===== config.mk =====
export PLATFORM = sky130hd
export DESIGN_NAME = bankers_deadlock_avoidance_top_flat
export DESIGN_NICKNAME = d
export VERILOG_FILES = /design/src/rtl/bda_pkg.sv /design/src/rtl/bda_item_if.sv /design/src/rtl/bda_result_if.sv /design/src/rtl/bankers_deadlock_avoidance_top.sv /design/src/rtl/bda_datapath.sv /design/src/rtl/bda_ctrl.sv /design/src/flat_wrapper.sv
export SDC_FILE = /design/constraint.sdc
export NUM_CORES = 1
export LEC_CHECK = 0
export BUFFER_PORTS_ARGS = -buffer_cell sky130_fd_sc_hd__buf_2
export CAP_MARGIN = 40
export CORE_ASPECT_RATIO = 1.4
export CORE_MARGIN = 3
export CORE_UTILIZATION = 28
export CTS_CLUSTER_DIAMETER = 150
export CTS_CLUSTER_SIZE = 16
export DETAILED_ROUTE_END_ITERATION = 7
export MAX_ROUTING_LAYER = met4
export PLACE_DENSITY = 0.49
export RECOVER_POWER = 50
export SLEW_MARGIN = 25
export SYNTH_ARGS = -nofsm -noshare
export SYNTH_HDL_FRONTEND = slang
export SYNTH_SLANG_ARGS = --single-unit

===== constraint.sdc =====
create_clock -name i_clk -period 9.3 [get_ports i_clk]
set_input_delay 0.93 -clock i_clk [delete_from_list [all_inputs] [get_ports i_clk]]
set_output_delay 0.93 -clock i_clk [all_outputs]
set_load 0.02 [all_outputs]

===== src/rtl/bda_pkg.sv =====
// Shared types and constants for the safety-check engine.
// No dependencies; every other file refers to it by scoped names.
package bda_pkg;

    localparam int ACTION_W  = 2;
    localparam int PROC_W    = 3;
    localparam int FIELD_W   = 8;
    localparam int VERDICT_W = 2;

    localparam int DEF_PROCESSES   = 5;
    localparam int DEF_RESOURCES   = 3;
    localparam int DEF_COUNT_WIDTH = 8;

    typedef enum logic [ACTION_W-1:0] {
        ACT_LOAD_ROW = 2'd0,
        ACT_SET_FREE = 2'd1,
        ACT_REQUEST  = 2'd2,
        ACT_CHECK    = 2'd3
    } t_action;

    typedef enum logic [VERDICT_W-1:0] {
        VRD_OK          = 2'd0,
        VRD_UNSAFE      = 2'd1,
        VRD_EXCEED_FREE = 2'd2,
        VRD_EXCEED_NEED = 2'd3
    } t_verdict;

    typedef enum logic [2:0] {
        ST_IDLE,
        ST_DECODE,
        ST_SCAN_INIT,
        ST_SCAN,
        ST_ROLLBACK,
        ST_FINISH
    } t_state;

    typedef struct packed {
        logic capture;
        logic load_row;
        logic set_free;
        logic apply;
        logic rollback;
        logic scan_init;
        logic scan_step;
    } t_dp_cmd;

    typedef struct packed {
        logic need_err;
        logic free_err;
        logic row_last;
        logic pass_last;
        logic progress_next;
        logic all_done_next;
    } t_dp_stat;

endpackage


===== src/rtl/bda_item_if.sv =====
// Input channel carrying one operation per transaction.
// Depends on bda_pkg for field widths.
interface bda_item_if;
    logic                          valid;
    logic                          ready;
    logic [bda_pkg::ACTION_W-1:0]  action;
    logic [bda_pkg::PROC_W-1:0]    process;
    logic [bda_pkg::FIELD_W-1:0]   amount_0;
    logic [bda_pkg::FIELD_W-1:0]   amount_1;
    logic [bda_pkg::FIELD_W-1:0]   amount_2;
    logic [bda_pkg::FIELD_W-1:0]   limit_0;
    logic [bda_pkg::FIELD_W-1:0]   limit_1;
    logic [bda_pkg::FIELD_W-1:0]   limit_2;

    modport source (
        output valid, action, process, amount_0, amount_1, amount_2,
               limit_0, limit_1, limit_2,
        input  ready
    );
    modport sink (
        input  valid, action, process, amount_0, amount_1, amount_2,
               limit_0, limit_1, limit_2,
        output ready
    );
endinterface


===== src/rtl/bda_result_if.sv =====
// Output channel carrying one verdict per transaction.
// Depends on bda_pkg for the verdict width.
interface bda_result_if;
    logic                           valid;
    logic                           ready;
    logic [bda_pkg::VERDICT_W-1:0]  verdict;

    modport source (output valid, verdict, input ready);
    modport sink   (input valid, verdict, output ready);
endinterface


===== src/rtl/bankers_deadlock_avoidance_top.sv =====
// Top level of the deadlock-avoidance engine: controller plus datapath.
// Depends on bda_pkg, bda_item_if, bda_result_if, bda_ctrl and bda_datapath.
//
// Usage: each transaction on i_item carries one operation: load a process
// row (allocation and maximum claim), set the free-unit vector, request
// units for a process, or check the current state for safety. Every input
// transaction yields exactly one verdict transaction on o_result.
// A row load, a free-unit update or a rejected request goes from decode
// straight to the output register; a safety check, or a request that
// passes its checks, runs the scan, and one found unsafe is rolled back.
// S is the number of row checks, at most PROCESSES squared.
// The scan checks one row per cycle against the work vector, so S sets the
// rate; items are taken one at a time, the next one only once the previous
// verdict is registered.
// Reset clears all allocation, need and free-unit counts to zero and
// empties the output register. When the receiver stalls, the verdict waits
// in the output register while the next item is still accepted and worked
// on; that item then waits until the register is free.
module bankers_deadlock_avoidance_top #(
    parameter int PROCESSES   = bda_pkg::DEF_PROCESSES,
    parameter int RESOURCES   = bda_pkg::DEF_RESOURCES,
    parameter int COUNT_WIDTH = bda_pkg::DEF_COUNT_WIDTH
) (
    input  logic            i_clk,
    input  logic            i_rst_n,
    bda_item_if.sink        i_item,
    bda_result_if.source    o_result
);

    bda_pkg::t_dp_cmd   w_cmd;
    bda_pkg::t_dp_stat  w_stat;
    bda_pkg::t_verdict  w_verdict;
    bda_pkg::t_state    w_state;
    logic               w_in_ready;
    logic               w_out_valid;

    bda_ctrl u_ctrl (
        .i_clk       (i_clk),
        .i_rst_n     (i_rst_n),
        .i_valid     (i_item.valid),
        .o_ready     (w_in_ready),
        .i_action    (i_item.action),
        .i_stat      (w_stat),
        .o_cmd       (w_cmd),
        .o_out_valid (w_out_valid),
        .i_out_ready (o_result.ready),
        .o_verdict   (w_verdict),
        .o_state     (w_state)
    );

    bda_datapath #(
        .PROCESSES   (PROCESSES),
        .RESOURCES   (RESOURCES),
        .COUNT_WIDTH (COUNT_WIDTH)
    ) u_datapath (
        .i_clk      (i_clk),
        .i_rst_n    (i_rst_n),
        .i_cmd      (w_cmd),
        .i_process  (i_item.process),
        .i_amount_0 (i_item.amount_0),
        .i_amount_1 (i_item.amount_1),
        .i_amount_2 (i_item.amount_2),
        .i_limit_0  (i_item.limit_0),
        .i_limit_1  (i_item.limit_1),
        .i_limit_2  (i_item.limit_2),
        .o_stat     (w_stat)
    );

    assign i_item.ready     = w_in_ready;
    assign o_result.valid   = w_out_valid;
    assign o_result.verdict = w_verdict;

    // Only one transaction is in flight at a time.
    a_one_in_flight: assert property (@(posedge i_clk) disable iff (!i_rst_n)
        (i_item.valid && i_item.ready) |=> !i_item.ready)
        else $error("input accepted while an item is in progress");

    // A request is applied only when it passed both the need and free checks.
    a_apply_checked: assert property (@(posedge i_clk) disable iff (!i_rst_n)
        w_cmd.apply |-> (!w_stat.need_err && !w_stat.free_err))
        else $error("request applied despite a failed check");

    // A rollback immediately follows the final scan step.
    a_rollback_after_scan: assert property (@(posedge i_clk) disable iff (!i_rst_n)
        w_cmd.rollback |-> $past(w_cmd.scan_step))
        else $error("rollback without a preceding scan");

    // The engine leaves the idle state only by accepting an item.
    a_idle_exit: assert property (@(posedge i_clk) disable iff (!i_rst_n)
        ((w_state == bda_pkg::ST_IDLE) && !i_item.valid) |=>
        (w_state == bda_pkg::ST_IDLE))
        else $error("engine left idle without an input transaction");

endmodule


===== src/rtl/bda_datapath.sv =====
// Datapath: allocation, need and free-unit storage, request checks and the
// row-by-row safety scan. Driven by bda_ctrl through bda_pkg command structs.
module bda_datapath #(
    parameter int PROCESSES   = bda_pkg::DEF_PROCESSES,
    parameter int RESOURCES   = bda_pkg::DEF_RESOURCES,
    parameter int COUNT_WIDTH = bda_pkg::DEF_COUNT_WIDTH
) (
    input  logic                          i_clk,
    input  logic                          i_rst_n,
    input  bda_pkg::t_dp_cmd              i_cmd,
    input  logic [bda_pkg::PROC_W-1:0]    i_process,
    input  logic [bda_pkg::FIELD_W-1:0]   i_amount_0,
    input  logic [bda_pkg::FIELD_W-1:0]   i_amount_1,
    input  logic [bda_pkg::FIELD_W-1:0]   i_amount_2,
    input  logic [bda_pkg::FIELD_W-1:0]   i_limit_0,
    input  logic [bda_pkg::FIELD_W-1:0]   i_limit_1,
    input  logic [bda_pkg::FIELD_W-1:0]   i_limit_2,
    output bda_pkg::t_dp_stat             o_stat
);

    localparam int RW = $clog2(PROCESSES);
    localparam int NW = COUNT_WIDTH + 1;
    localparam int WW = COUNT_WIDTH + 5;
    localparam int CMPW = 5;

    logic [COUNT_WIDTH-1:0]        r_held [PROCESSES][RESOURCES];
    logic signed [NW-1:0]          r_need [PROCESSES][RESOURCES];
    logic [COUNT_WIDTH-1:0]        r_free [RESOURCES];

    logic [COUNT_WIDTH-1:0]        r_want  [RESOURCES];
    logic [COUNT_WIDTH-1:0]        r_limit [RESOURCES];
    logic [RW-1:0]                 r_idx;
    logic                          r_proc_ok;

    logic [WW-1:0]                 r_work [RESOURCES];
    logic [PROCESSES-1:0]          r_done;
    logic [RW-1:0]                 r_row;
    logic [RW-1:0]                 r_pass;
    logic                          r_progress;

    logic [bda_pkg::FIELD_W-1:0]   w_amt_in [3];
    logic [bda_pkg::FIELD_W-1:0]   w_lim_in [3];
    logic                          w_fits;
    logic [PROCESSES-1:0]          w_done_nx;
    logic                          w_row_last;
    logic                          w_need_err;
    logic                          w_free_err;

    assign w_amt_in[0] = i_amount_0;
    assign w_amt_in[1] = i_amount_1;
    assign w_amt_in[2] = i_amount_2;
    assign w_lim_in[0] = i_limit_0;
    assign w_lim_in[1] = i_limit_1;
    assign w_lim_in[2] = i_limit_2;

    always_comb begin
        w_need_err = !r_proc_ok;
        w_free_err = 1'b0;
        for (int r = 0; r < RESOURCES; r++) begin
            if (signed'({1'b0, r_want[r]}) > r_need[r_idx][r]) begin
                w_need_err = 1'b1;
            end
            if (r_want[r] > r_free[r]) begin
                w_free_err = 1'b1;
            end
        end
    end

    // A row fits when it is not yet done and every positive need is covered by the work vector.
    always_comb begin
        w_fits = !r_done[r_row];
        for (int r = 0; r < RESOURCES; r++) begin
            if (!r_need[r_row][r][COUNT_WIDTH] && (r_need[r_row][r] != '0) &&
                (WW'(r_need[r_row][r][COUNT_WIDTH-1:0]) > r_work[r])) begin
                w_fits = 1'b0;
            end
        end
    end

    assign w_done_nx  = r_done | (w_fits ? (PROCESSES'(1) << r_row) : '0);
    assign w_row_last = (r_row == RW'(PROCESSES - 1));

    always_comb begin
        o_stat               = '0;
        o_stat.need_err      = w_need_err;
        o_stat.free_err      = w_free_err;
        o_stat.row_last      = w_row_last;
        o_stat.pass_last     = (r_pass == RW'(PROCESSES - 1));
        o_stat.progress_next = r_progress | w_fits;
        o_stat.all_done_next = &w_done_nx;
    end

    always_ff @(posedge i_clk) begin
        if (!i_rst_n) begin
            for (int p = 0; p < PROCESSES; p++) begin
                for (int r = 0; r < RESOURCES; r++) begin
                    r_held[p][r] <= '0;
                    r_need[p][r] <= '0;
                end
            end
            for (int r = 0; r < RESOURCES; r++) begin
                r_free[r] <= '0;
                r_work[r] <= '0;
            end
            r_done     <= '0;
            r_row      <= '0;
            r_pass     <= '0;
            r_progress <= 1'b0;
        end else begin
            if (i_cmd.load_row && r_proc_ok) begin
                for (int r = 0; r < RESOURCES; r++) begin
                    r_held[r_idx][r] <= r_want[r];
                    r_need[r_idx][r] <= signed'({1'b0, r_limit[r]}) -
                                        signed'({1'b0, r_want[r]});
                end
            end
            if (i_cmd.set_free) begin
                for (int r = 0; r < RESOURCES; r++) begin
                    r_free[r] <= r_want[r];
                end
            end
            if (i_cmd.apply) begin
                for (int r = 0; r < RESOURCES; r++) begin
                    r_free[r]        <= r_free[r] - r_want[r];
                    r_held[r_idx][r] <= r_held[r_idx][r] + r_want[r];
                    r_need[r_idx][r] <= r_need[r_idx][r] - signed'({1'b0, r_want[r]});
                end
            end
            if (i_cmd.rollback) begin
                for (int r = 0; r < RESOURCES; r++) begin
                    r_free[r]        <= r_free[r] + r_want[r];
                    r_held[r_idx][r] <= r_held[r_idx][r] - r_want[r];
                    r_need[r_idx][r] <= r_need[r_idx][r] + signed'({1'b0, r_want[r]});
                end
            end
            if (i_cmd.scan_init) begin
                for (int r = 0; r < RESOURCES; r++) begin
                    r_work[r] <= WW'(r_free[r]);
                end
                r_done     <= '0;
                r_row      <= '0;
                r_pass     <= '0;
                r_progress <= 1'b0;
            end
            if (i_cmd.scan_step) begin
                if (w_fits) begin
                    for (int r = 0; r < RESOURCES; r++) begin
                        r_work[r] <= r_work[r] + WW'(r_held[r_row][r]);
                    end
                end
                r_done <= w_done_nx;
                if (w_row_last) begin
                    r_row      <= '0;
                    r_pass     <= r_pass + 1'b1;
                    r_progress <= 1'b0;
                end else begin
                    r_row      <= r_row + 1'b1;
                    r_progress <= r_progress | w_fits;
                end
            end
        end
    end

    always_ff @(posedge i_clk) begin
        if (i_cmd.capture) begin
            for (int r = 0; r < RESOURCES; r++) begin
                r_want[r]  <= COUNT_WIDTH'(w_amt_in[r]);
                r_limit[r] <= COUNT_WIDTH'(w_lim_in[r]);
            end
            r_idx     <= RW'(i_process);
            r_proc_ok <= (CMPW'(i_process) < CMPW'(PROCESSES));
        end
    end

endmodule


===== src/rtl/bda_ctrl.sv =====
// Controller state machine: sequences decode, scan and rollback and holds
// the output register. Depends on bda_pkg for states, codes and structs.
module bda_ctrl (
    input  logic                          i_clk,
    input  logic                          i_rst_n,
    input  logic                          i_valid,
    output logic                          o_ready,
    input  logic [bda_pkg::ACTION_W-1:0]  i_action,
    input  bda_pkg::t_dp_stat             i_stat,
    output bda_pkg::t_dp_cmd              o_cmd,
    output logic                          o_out_valid,
    input  logic                          i_out_ready,
    output bda_pkg::t_verdict             o_verdict,
    output bda_pkg::t_state               o_state
);

    bda_pkg::t_state   r_state, n_state;
    bda_pkg::t_action  r_action;
    bda_pkg::t_verdict r_verdict, n_verdict;
    bda_pkg::t_verdict r_out_verdict;
    logic              r_out_valid;
    logic              w_scan_end;
    logic              w_out_load;

    assign w_scan_end = i_stat.row_last && (!i_stat.progress_next || i_stat.pass_last);

    always_comb begin
        n_state = r_state;
        case (r_state)
            bda_pkg::ST_IDLE: begin
                if (i_valid) begin
                    n_state = bda_pkg::ST_DECODE;
                end
            end
            bda_pkg::ST_DECODE: begin
                case (r_action)
                    bda_pkg::ACT_REQUEST: begin
                        if (i_stat.need_err || i_stat.free_err) begin
                            n_state = bda_pkg::ST_FINISH;
                        end else begin
                            n_state = bda_pkg::ST_SCAN_INIT;
                        end
                    end
                    bda_pkg::ACT_CHECK: n_state = bda_pkg::ST_SCAN_INIT;
                    default:            n_state = bda_pkg::ST_FINISH;
                endcase
            end
            bda_pkg::ST_SCAN_INIT: n_state = bda_pkg::ST_SCAN;
            bda_pkg::ST_SCAN: begin
                if (w_scan_end) begin
                    if (i_stat.all_done_next || (r_action != bda_pkg::ACT_REQUEST)) begin
                        n_state = bda_pkg::ST_FINISH;
                    end else begin
                        n_state = bda_pkg::ST_ROLLBACK;
                    end
                end
            end
            bda_pkg::ST_ROLLBACK: n_state = bda_pkg::ST_FINISH;
            bda_pkg::ST_FINISH: begin
                if (!r_out_valid || i_out_ready) begin
                    n_state = bda_pkg::ST_IDLE;
                end
            end
            default: n_state = bda_pkg::ST_IDLE;
        endcase
    end

    always_comb begin
        o_cmd      = '0;
        o_ready    = 1'b0;
        n_verdict  = r_verdict;
        w_out_load = 1'b0;
        case (r_state)
            bda_pkg::ST_IDLE: begin
                o_ready     = 1'b1;
                o_cmd.capture = i_valid;
            end
            bda_pkg::ST_DECODE: begin
                n_verdict = bda_pkg::VRD_OK;
                case (r_action)
                    bda_pkg::ACT_LOAD_ROW: o_cmd.load_row = 1'b1;
                    bda_pkg::ACT_SET_FREE: o_cmd.set_free = 1'b1;
                    bda_pkg::ACT_REQUEST: begin
                        if (i_stat.need_err) begin
                            n_verdict = bda_pkg::VRD_EXCEED_NEED;
                        end else if (i_stat.free_err) begin
                            n_verdict = bda_pkg::VRD_EXCEED_FREE;
                        end else begin
                            o_cmd.apply = 1'b1;
                        end
                    end
                    default: n_verdict = bda_pkg::VRD_OK;
                endcase
            end
            bda_pkg::ST_SCAN_INIT: o_cmd.scan_init = 1'b1;
            bda_pkg::ST_SCAN: begin
                o_cmd.scan_step = 1'b1;
                if (w_scan_end) begin
                    n_verdict = i_stat.all_done_next ? bda_pkg::VRD_OK : bda_pkg::VRD_UNSAFE;
                end
            end
            bda_pkg::ST_ROLLBACK: begin
                o_cmd.rollback = 1'b1;
                n_verdict      = bda_pkg::VRD_UNSAFE;
            end
            bda_pkg::ST_FINISH: w_out_load = !r_out_valid || i_out_ready;
            default: o_cmd = '0;
        endcase
    end

    always_ff @(posedge i_clk) begin
        if (!i_rst_n) begin
            r_state     <= bda_pkg::ST_IDLE;
            r_out_valid <= 1'b0;
        end else begin
            r_state <= n_state;
            if (w_out_load) begin
                r_out_valid <= 1'b1;
            end else if (i_out_ready) begin
                r_out_valid <= 1'b0;
            end
        end
    end

    always_ff @(posedge i_clk) begin
        r_verdict <= n_verdict;
        if (o_cmd.capture) begin
            r_action <= bda_pkg::t_action'(i_action);
        end
        if (w_out_load) begin
            r_out_verdict <= r_verdict;
        end
    end

    assign o_out_valid = r_out_valid;
    assign o_verdict   = r_out_verdict;
    assign o_state     = r_state;

endmodule

===== src/flat_wrapper.sv =====
// flat-port wrapper written by rule: the top's interface ports become plain ports
module bankers_deadlock_avoidance_top_flat 
#(
    parameter int PROCESSES   = bda_pkg::DEF_PROCESSES,
    parameter int RESOURCES   = bda_pkg::DEF_RESOURCES,
    parameter int COUNT_WIDTH = bda_pkg::DEF_COUNT_WIDTH
)
  (i_clk, i_rst_n, i_item_valid, i_item_action, i_item_process, i_item_amount_0, i_item_amount_1, i_item_amount_2, i_item_limit_0, i_item_limit_1, i_item_limit_2, i_item_ready, o_result_valid, o_result_verdict, o_result_ready);
  bda_item_if i_item_i ();
  bda_result_if o_result_i ();
  input  logic i_clk;
  input  logic i_rst_n;
  input wire logic [$bits(i_item_i.valid)-1:0] i_item_valid;
  input wire logic [$bits(i_item_i.action)-1:0] i_item_action;
  input wire logic [$bits(i_item_i.process)-1:0] i_item_process;
  input wire logic [$bits(i_item_i.amount_0)-1:0] i_item_amount_0;
  input wire logic [$bits(i_item_i.amount_1)-1:0] i_item_amount_1;
  input wire logic [$bits(i_item_i.amount_2)-1:0] i_item_amount_2;
  input wire logic [$bits(i_item_i.limit_0)-1:0] i_item_limit_0;
  input wire logic [$bits(i_item_i.limit_1)-1:0] i_item_limit_1;
  input wire logic [$bits(i_item_i.limit_2)-1:0] i_item_limit_2;
  output wire logic [$bits(i_item_i.ready)-1:0] i_item_ready;
  output wire logic [$bits(o_result_i.valid)-1:0] o_result_valid;
  output wire logic [$bits(o_result_i.verdict)-1:0] o_result_verdict;
  input wire logic [$bits(o_result_i.ready)-1:0] o_result_ready;
  assign i_item_i.valid = i_item_valid;
  assign i_item_i.action = i_item_action;
  assign i_item_i.process = i_item_process;
  assign i_item_i.amount_0 = i_item_amount_0;
  assign i_item_i.amount_1 = i_item_amount_1;
  assign i_item_i.amount_2 = i_item_amount_2;
  assign i_item_i.limit_0 = i_item_limit_0;
  assign i_item_i.limit_1 = i_item_limit_1;
  assign i_item_i.limit_2 = i_item_limit_2;
  assign i_item_ready = i_item_i.ready;
  assign o_result_valid = o_result_i.valid;
  assign o_result_verdict = o_result_i.verdict;
  assign o_result_i.ready = o_result_ready;
  bankers_deadlock_avoidance_top #(.PROCESSES(PROCESSES), .RESOURCES(RESOURCES), .COUNT_WIDTH(COUNT_WIDTH)) u_core (.i_clk(i_clk), .i_rst_n(i_rst_n), .i_item(i_item_i), .o_result(o_result_i));
endmodule

* After elaboration in Yosys (flattened, before gate mapping)
Memories as Yosys holds them, arrays and structs flattened. A register that Yosys moved wholly into a read port is not among the register bits.
Cells that the tools add are included.
Widths: inputs -> output; s select.
** Word-level totals
- Input port bits :: 57
- Logic and storage cells :: 241
- RAM bits :: 366
- Register bits :: 26
- Memories kept :: 6
** Memory list
- u_core.u_datapath.r_need :: words 5, width 27, rd ports 2, clocked after memory_dff 2, wr ports 5, line bda_datapath.sv:27 : logic signed [NW-1:0] r_need [PROCESSES][RESOURCES];
- u_core.u_datapath.r_held :: words 5, width 24, rd ports 2, clocked after memory_dff 2, wr ports 5, line bda_datapath.sv:26 : logic [COUNT_WIDTH-1:0] r_held [PROCESSES][RESOURCES];
- u_core.u_datapath.r_work :: words 3, width 13, rd ports 3, clocked after memory_dff 0, wr ports 3, line bda_datapath.sv:35 : logic [WW-1:0] r_work [RESOURCES];
- u_core.u_datapath.r_free :: words 3, width 8, rd ports 3, clocked after memory_dff 0, wr ports 3, line bda_datapath.sv:28 : logic [COUNT_WIDTH-1:0] r_free [RESOURCES];
- u_core.u_datapath.r_limit :: words 3, width 8, rd ports 3, clocked after memory_dff 0, wr ports 3, line bda_datapath.sv:31 : logic [COUNT_WIDTH-1:0] r_limit [RESOURCES];
- u_core.u_datapath.r_want :: words 3, width 8, rd ports 3, clocked after memory_dff 0, wr ports 3, line bda_datapath.sv:30 : logic [COUNT_WIDTH-1:0] r_want [RESOURCES];
** Cells by class
- Equality and inequality tests :: 14
- Magnitude comparators :: 11
- Reductions and logical operators :: 32
- Shift operators :: 1
- Add/sub/neg operators :: 26
- Bitwise gates (word level) :: 29
- Muxes and demuxes :: 111
** Operators with widths (count)
- $mux 8 :: 15
- $mux 13 :: 6
- $mux 3 :: 21
- $mux 9 :: 6
- $mux 1 :: 50
- $add 8x8->8 :: 6
- $sub 8x8->8 :: 6
- $add 13x8->13 :: 3
- $gt 8x13->1 :: 3
- $or 1x1->1 :: 28
- $add 9x9->9 :: 3
- $gt 9x9->1 :: 3
- $mux 27 :: 1
- $reduce_bool 9->1 :: 3
- $reduce_or 27->1 :: 1
- $sub 8x8->9 :: 3
- $sub 9x9->9 :: 3
- $gt 8x8->1 :: 3
- $mux 24 :: 1
- $reduce_or 24->1 :: 1
- $pmux 3 s6 :: 1
- $mux 5 :: 3
- $eq 3x3->1 const B :: 4
- $logic_and 1x1->1 :: 8
- 23 further kinds :: 42

* Logic depth before layout (Yosys ltp)
Gate-level depths: netlist (run 1).
An unclocked memory read counts as a cell.
- Word-level depth :: 17
- Depth in mapped cells :: 18
- Depth with buffers taken out :: 14

* Hierarchy
From an unflattened synthesis (run 1), not the netlist that was laid out.
** Unflattened totals
- Cells, all modules :: 2702
- Area, all modules :: 33732.4 um^2
** By module, submodules not included
- bda_datapath :: cells an instance 2643, sequential area each 16065.4 um^2, instances 1, area an instance 33164.3 um^2
- bda_ctrl :: cells an instance 59, sequential area each 260.2 um^2, instances 1, area an instance 568.0 um^2

* Worst setup path before layout (run 1)
OpenSTA, ideal clock, no wires.
- Path type :: register to register
- Start :: reg with a tool-made name
- End :: mem u_core.u_datapath.r_held[4][0] (netlist name), enable pin
- Arrival time :: 6.796 ns
- Stages on the path, launching flop included :: 16
- Path slack :: 2.031 ns
- Clock period less this slack :: 7.269 ns
- Path buffers :: 4
- Path through :: dfxtp_1 > buf_6 > buf_1 > buf_1 > mux4_2 > mux2_2 > ha_1 > or3_1 > o31a_1 > a21oi_1 > a2111oi_4 > and3_1 > buf_4 > nor3_2 > nor2_1 > o21ai_0
** RTL lines (line)
- to (decl) :: bda_datapath.sv:26

==> results.yml, run 1 <==
outcome:
  status: "finished with violations"
  failed_checks: "capacitance limit, slew limit"
power:
  p_leak_uw: 0.0139
  power_uw: 7040
  peakVddDrop_mv: 0.128
  power.density_nw_per_um2: 186
worst_setup_path:
  cp_cell_sequence: "clkinv_1 -> clkbuf_1 -> mux4_2 -> ha_1 -> nand4_1 -> nor2_1 -> a2111oi_0 -> o21ai_0 -> o22ai_1 -> nor3_2 -> nand3_2 -> buf_4 -> nand2b_2 -> buf_4"
  cp_max_fo: 37
  arrival_ps: 7840
  end_kind: "flop"
  required_ps: 9640
  worst-setup-path-type: "flop to flop"
  cp-start-kind: "flop"
  path_common_cell: "buf_4"
  path_buf_inv: 4
  worst_path_max_delay_cell: "dfxtp_1"
  worst_path_largest_cell_delay_ps: 1260
  rrSetupSlack_ps: 1800
  cp_top_family: "buffers and inverters"
logic_synthesis:
  ys_ff_latch: 551
  synth_top_area_cell: "edfxtp_1"
  synth_cell_types: 75
  synth-edff-count: 529
  synth_flop_cell: "edfxtp_1"
  async_reset_ff_share_pct: 0
  avgSynthCellArea_um2: 12.1
  ys_warn_count: 0
  yosysMostFrequentCell: "edfxtp_1"
  syn_nets: 3129
  yosysTopAreaCellShare_pct: 46.3
  synthCells: 2833
  syn_area_um2: 34300
  yosys-top-cells-count: "edfxtp_1 (529), nor2_1 (318), ha_1 (215)"
  seq_area_frac_synth_pct: 47.6
  synthTopCellsByArea: "edfxtp_1 (46%), mux4_2 (12%), ha_1 (7.8%)"
floorplan:
  start_util_pct: 28.3
  die_h_um: 420
  die_x_um: 302
  io_pins: 61
  core-area_um2: 121000
  rows: 151
  dieArea_um2: 127000
timing:
  finClkSkew_ps: 25.6
  fin_crit_ps: 7500
  clock.fmax_ghz: 0.133
  finalHoldViolations: 0
  relSlewSlack_pct: -89.0
  setup_viol: 0
  rsz0062_at_grt: "no"
  worst_slew_pin_slew_ps: 2830
  finalCritPeriodShare_pct: 80.6
  finalSetupTns_ps: 0
  slew_violations: 130
layout:
  drive_gt1_share_pct: 17.4
  fin_cells: 4499
  fin_nets: 3167
  num-fill-cells: 12300
  utilization_pct: 31.2
  diodes: 0
  synthToLayoutAreaGrowth_pct: 10.2
grt:
  gr-total-overflow: 0
  antenna_found_initial: 1
  grt_start_max_net_pins: 59
  grt_use_total_pct: 18.4
  grt_pass1_vias: 24300
  grt_pass1_wl_um: 166000
clocking:
  clk_pin_slew_ps: 80
  cts_resized: 0
  post_cts_buffers: 0
  htreeDepth: 2
  clkLatencyLatePin_ps: 610
  cts_tree: "done"
  cts_hold_buf: 0
  numCtsBuffers: 40
  cts_root_buffer: "clkbuf_16"
  clock_path_buffers: 3
  numClockSinks: 551
drt:
  drc_errors: 0
  wire_per_inst_um: 25.6
  first_pass_iters: 5
  vias: 23900
  wirelength_um: 115000
  first_iter_violations: 2008
  viasPerCell: 5.31
  ant_nets: 0
placement:
  gp_congestion: 0.911
  port_buffers: 60
  dp_hpwl_um: 82100
  placed_cells: 4433
flow_run:
  drv_cap: 5
min_path:
  min_path_type: "flop to flop"
[flip-flops by register name, indices dropped and copies added (netlist names), 3 cells and up, named ones only]
signal / cells
u_core.u_ctrl.o_state: 3
u_core.u_datapath.r_done: 5
u_core.u_datapath.r_free: 24
u_core.u_datapath.r_held: 192
u_core.u_datapath.r_idx: 3
u_core.u_datapath.r_limit: 24
u_core.u_datapath.r_need: 216
u_core.u_datapath.r_pass: 3
u_core.u_datapath.r_row: 3
u_core.u_datapath.r_want: 24
u_core.u_datapath.r_work: 39
[power by group]
part	switching, uW	internal [uW]
Clock	910	812
Sequential	189	2950
Combinational	1320	861
[through the flow]
stage          setup WS [ps]  instance area (um^2)  hold WS, ps
2_1_floorplan           2030                 34300          400
3_3_place_gp            2930                 36600          403
3_5_place_dp            3180                 36800          415
5_1_grt                 1410                 37800          454
4_1_cts                 3180                 37900          434
6_report                1800                 37800          431
[cell usage in the layout, fill, tap and decap left out, types with 21 or more instances in the layout]
| cell type | instances |
|---|---|
| a211oi_1 | 21 |
| a21o_1 | 31 |
| a21oi_1 | 161 |
| a22oi_1 | 24 |
| buf_2 | 54 |
| buf_4 | 45 |
| clkbuf_1 | 52 |
| clkbuf_16 | 40 |
| edfxtp_1 | 529 |
| fa_1 | 24 |
| ha_1 | 215 |
| inv_1 | 203 |
| mux2_2 | 75 |
| mux2i_1 | 42 |
| mux4_2 | 189 |
| nand2_1 | 168 |
| nand2b_1 | 25 |
| nor2_1 | 315 |
| nor2_2 | 26 |
| nor2b_1 | 36 |
| nor3_1 | 34 |
| o21ai_0 | 106 |
| o21bai_1 | 40 |
| o221ai_1 | 24 |
| xnor2_1 | 41 |
[worst register-to-register path, cell delays in order, from the launching register on]
cell	delay, ps
dfxtp_1	1260
clkinv_1	980
clkbuf_1	570
mux4_2	600
ha_1	300
nand4_1	80
nor2_1	50
a2111oi_0	380
o21ai_0	410
o22ai_1	750
nor3_2	230
nand3_2	120
buf_4	480
nand2b_2	560
buf_4	450
[cell families (layout without fill, tap and decap cells)]
group | Yosys count | after routing | synth area share (%)
AO/OA/AOI/OAI | 579 | 579 | 11.3
multiplexers | 309 | 309 | 16.2
flip-flops | 551 | 551 | 47.6
buffers and inverters | 345 | 405 | 3.97
adder cells (fa/ha/maj) | 239 | 239 | 9.24
XOR/XNOR | 59 | 59 | 1.51
AND/OR/NAND/NOR | 751 | 751 | 10.3
[per-layer routing]
layer | share of wire, % | global-route usage, %
met5 | 0 | -
met4 | 7.2 | 10.6
met3 | 3.8 | 1.85
met2 | 53 | 33.3
met1 | 36 | 19.4
[path summary, 6_finish.rpt]
kind | cells past startpoint | to | start
max | 14 | u_core.u_datapath.r_work[0][33] | flop
min | 0 | u_core.u_ctrl.o_verdict[1] | u_core.u_ctrl.r_verdict[1]
max reg2reg | 14 | u_core.u_datapath.r_work[0][33] | flop
min reg2reg | 0 | u_core.u_ctrl.o_verdict[1] | u_core.u_ctrl.r_verdict[1]
[area by class of cell]
cell class	instances	area [um^2]	area share [%]
flip-flops and latches	551	16300	43.2
repair buffers	137	845	2.23
inverters	204	766	2.03
clock buffers	61	1080	2.86
well taps	1606	2010	5.31
clock inverters	3	61.3	0.162
multi-input cells	1937	16700	44.2
No activity file was read; power rests on OpenSTA's default activity.
==> inputs of run 2 (changes only) <==
- PLACE_DENSITY: 0.49 -> 0.5
- clock period: 9.3 -> 6.8 ns (I/O delays scaled with it)
==> run 2 against run 1 <==
The flow still finishes with violations (capacitance limit, slew limit). Final cell count rose by 0.33%. Non-clock buffer count is 15 higher. Count of clock-buffer cells in the layout down 1. Wire length fell by 0.14%. Die area unchanged. Hold slack got worse by 190 ps. Sequential power grew 37%. Critical path depth grew 5. Worst setup slack lost 1000 ps. Register-to-register slack got worse by 1000 ps. Power increased by 37%. Largest cell class unchanged. Largest power group unchanged. Highest routed layer unchanged.
==> results.yml, run 2 (synthesis gave the netlist of run 1 again) <==
outcome:
  status: "finished with violations"
  failed_checks: "capacitance limit, slew limit"
drt:
  wirelength_um: 115000
  drc_errors: 0
  viasPerCell: 5.27
  ant_nets: 0
  wire_per_inst_um: 25.5
  vias: 23800
  first_iter_violations: 1886
  first_pass_iters: 5
floorplan:
  dieArea_um2: 127000
  rows: 151
  core-area_um2: 121000
  die_h_um: 420
  die_x_um: 302
  start_util_pct: 28.3
  io_pins: 61
clocking:
  clkLatencyLatePin_ps: 620
  cts_hold_buf: 0
  clk_pin_slew_ps: 90
  post_cts_buffers: 0
  numClockSinks: 551
  cts_root_buffer: "clkbuf_16"
  cts_tree: "done"
  numCtsBuffers: 40
  clock_path_buffers: 3
  htreeDepth: 2
  cts_resized: 0
timing:
  finalHoldViolations: 0
  worst_slew_pin_slew_ps: 3310
  finClkSkew_ps: 24.6
  fin_crit_ps: 6040
  fin_ws_ps: 755
  slew_violations: 76
  finalSetupTns_ps: 0
  whs_ps: 238
  rsz0062_at_grt: "no"
  setup_viol: 0
  finalCritPeriodShare_pct: 88.9
  relSlewSlack_pct: -121
  clock.fmax_ghz: 0.165
worst_setup_path:
  cp-start-kind: "flop"
  cp_max_fo: 20
  required_ps: 7170
  end_kind: "flop"
  arrival_ps: 6410
  worst-setup-path-type: "flop to flop"
  worst-r2r-cell-count: 19
layout:
  fin_cells: 4514
  seqCellArea_um2: 16300
  multiInputGateArea_um2: 16700
  num-fill-cells: 12300
  largest_register: "u_core.u_datapath.r_need"
  final_common_cell: "edfxtp_1"
  fin_nets: 3182
  reg.largest.list: "u_core.u_datapath.r_need: 216 flops, u_core.u_datapath.r_held: 192 flops, u_core.u_datapath.r_work: 39 flops"
  drive_gt1_share_pct: 17.6
  final_cell_mix: "edfxtp_1 (529), nor2_1 (317), ha_1 (215), inv_1 (203), mux4_2 (189)"
  largest_register_ff_count: 216
  diodes: 0
  synthToLayoutAreaGrowth_pct: 10.6
placement:
  port_buffers: 60
  placed_cells: 4446
  gp_congestion: 0.903
  dp_slack_ps: 939
  dp_hpwl_um: 83700
min_path:
  whs_path_depth: 1
  min_path_type: "primary input to flop"
grt:
  grt_pass1_vias: 24200
  antenna_found_initial: 0
  grt_use_total_pct: 18.5
  grt_start_max_net_pins: 86
  gr-total-overflow: 0
  grt_pass1_wl_um: 167000
flow_run:
  drv_cap: 2
power:
  p_leak_uw: 0.0140
  power.density_nw_per_um2: 255
  peakVddDrop_mv: 0.170
run 2: power by group:
part	switching (uW)	leakage (uW)	internal, uW
registers	269	0.00548	4040
clock network	1280	0.000551	1110
logic	1790	0.00792	1190
run 2: path summary, 6_finish.rpt:
check	slack, ps	startpoint	endpoint
worst max-delay path	760	flop	u_core.u_ctrl.r_verdict[0]
worst min-delay path	240	i_item_limit_2[7]	u_core.u_datapath.r_limit[0][23]
worst max register to register	760	flop	u_core.u_ctrl.r_verdict[0]
worst min register to register	430	u_core.u_ctrl.r_verdict[0]	u_core.u_ctrl.o_verdict[0]
run 2: layout make-up:
type / instances / area share (%)
Timing Repair Buffer: 152 / 2.69
Tap cell: 1606 / 5.29
Inverter: 204 / 2.02
Sequential cell: 551 / 43.0
Clock inverter: 4 / 0.204
Clock buffer: 60 / 2.83
Multi-Input combinational cell: 1937 / 43.9
run 2: per-stage QoR:
stage                     utilization, %  power (uW)  area (um^2)
final                               31.3        9680        38000
after global routing                31.3       10200        38000
after CTS                           31.4        9760        38100
after detailed placement            30.5        7360        36900
after global placement              30.3        7330        36800
after floorplan                        -        6330        34300
run 2: metal layers:
metal / track usage (%) / share of wire [%] / up-vias / wire [um]
li1: - / - / 10800 / -
met1: 20.5 / 38 / 12200 / 43600
met2: 33.6 / 53 / 603 / 61500
met3: 1.48 / 3.1 / 175 / 3570
met4: 8.46 / 5.6 / 0 / 6470
met5: - / 0 / - / 0
run 2: critical path, stage by stage, from the launching register on:
cell and delay [ps]:
dfxtp_1 1220, clkinv_1 790, buf_8 370, buf_4 180, nand2_1 60, and3_1 150
a31o_2 180, ha_1 280, nor2b_1 140, o21bai_1 140, a31oi_1 110, o21ai_0 200
buf_4 210, o22ai_1 90, buf_4 200, nor3_2 340, clkbuf_1 180, a31oi_1 100
or4_1 490, a221o_1 340
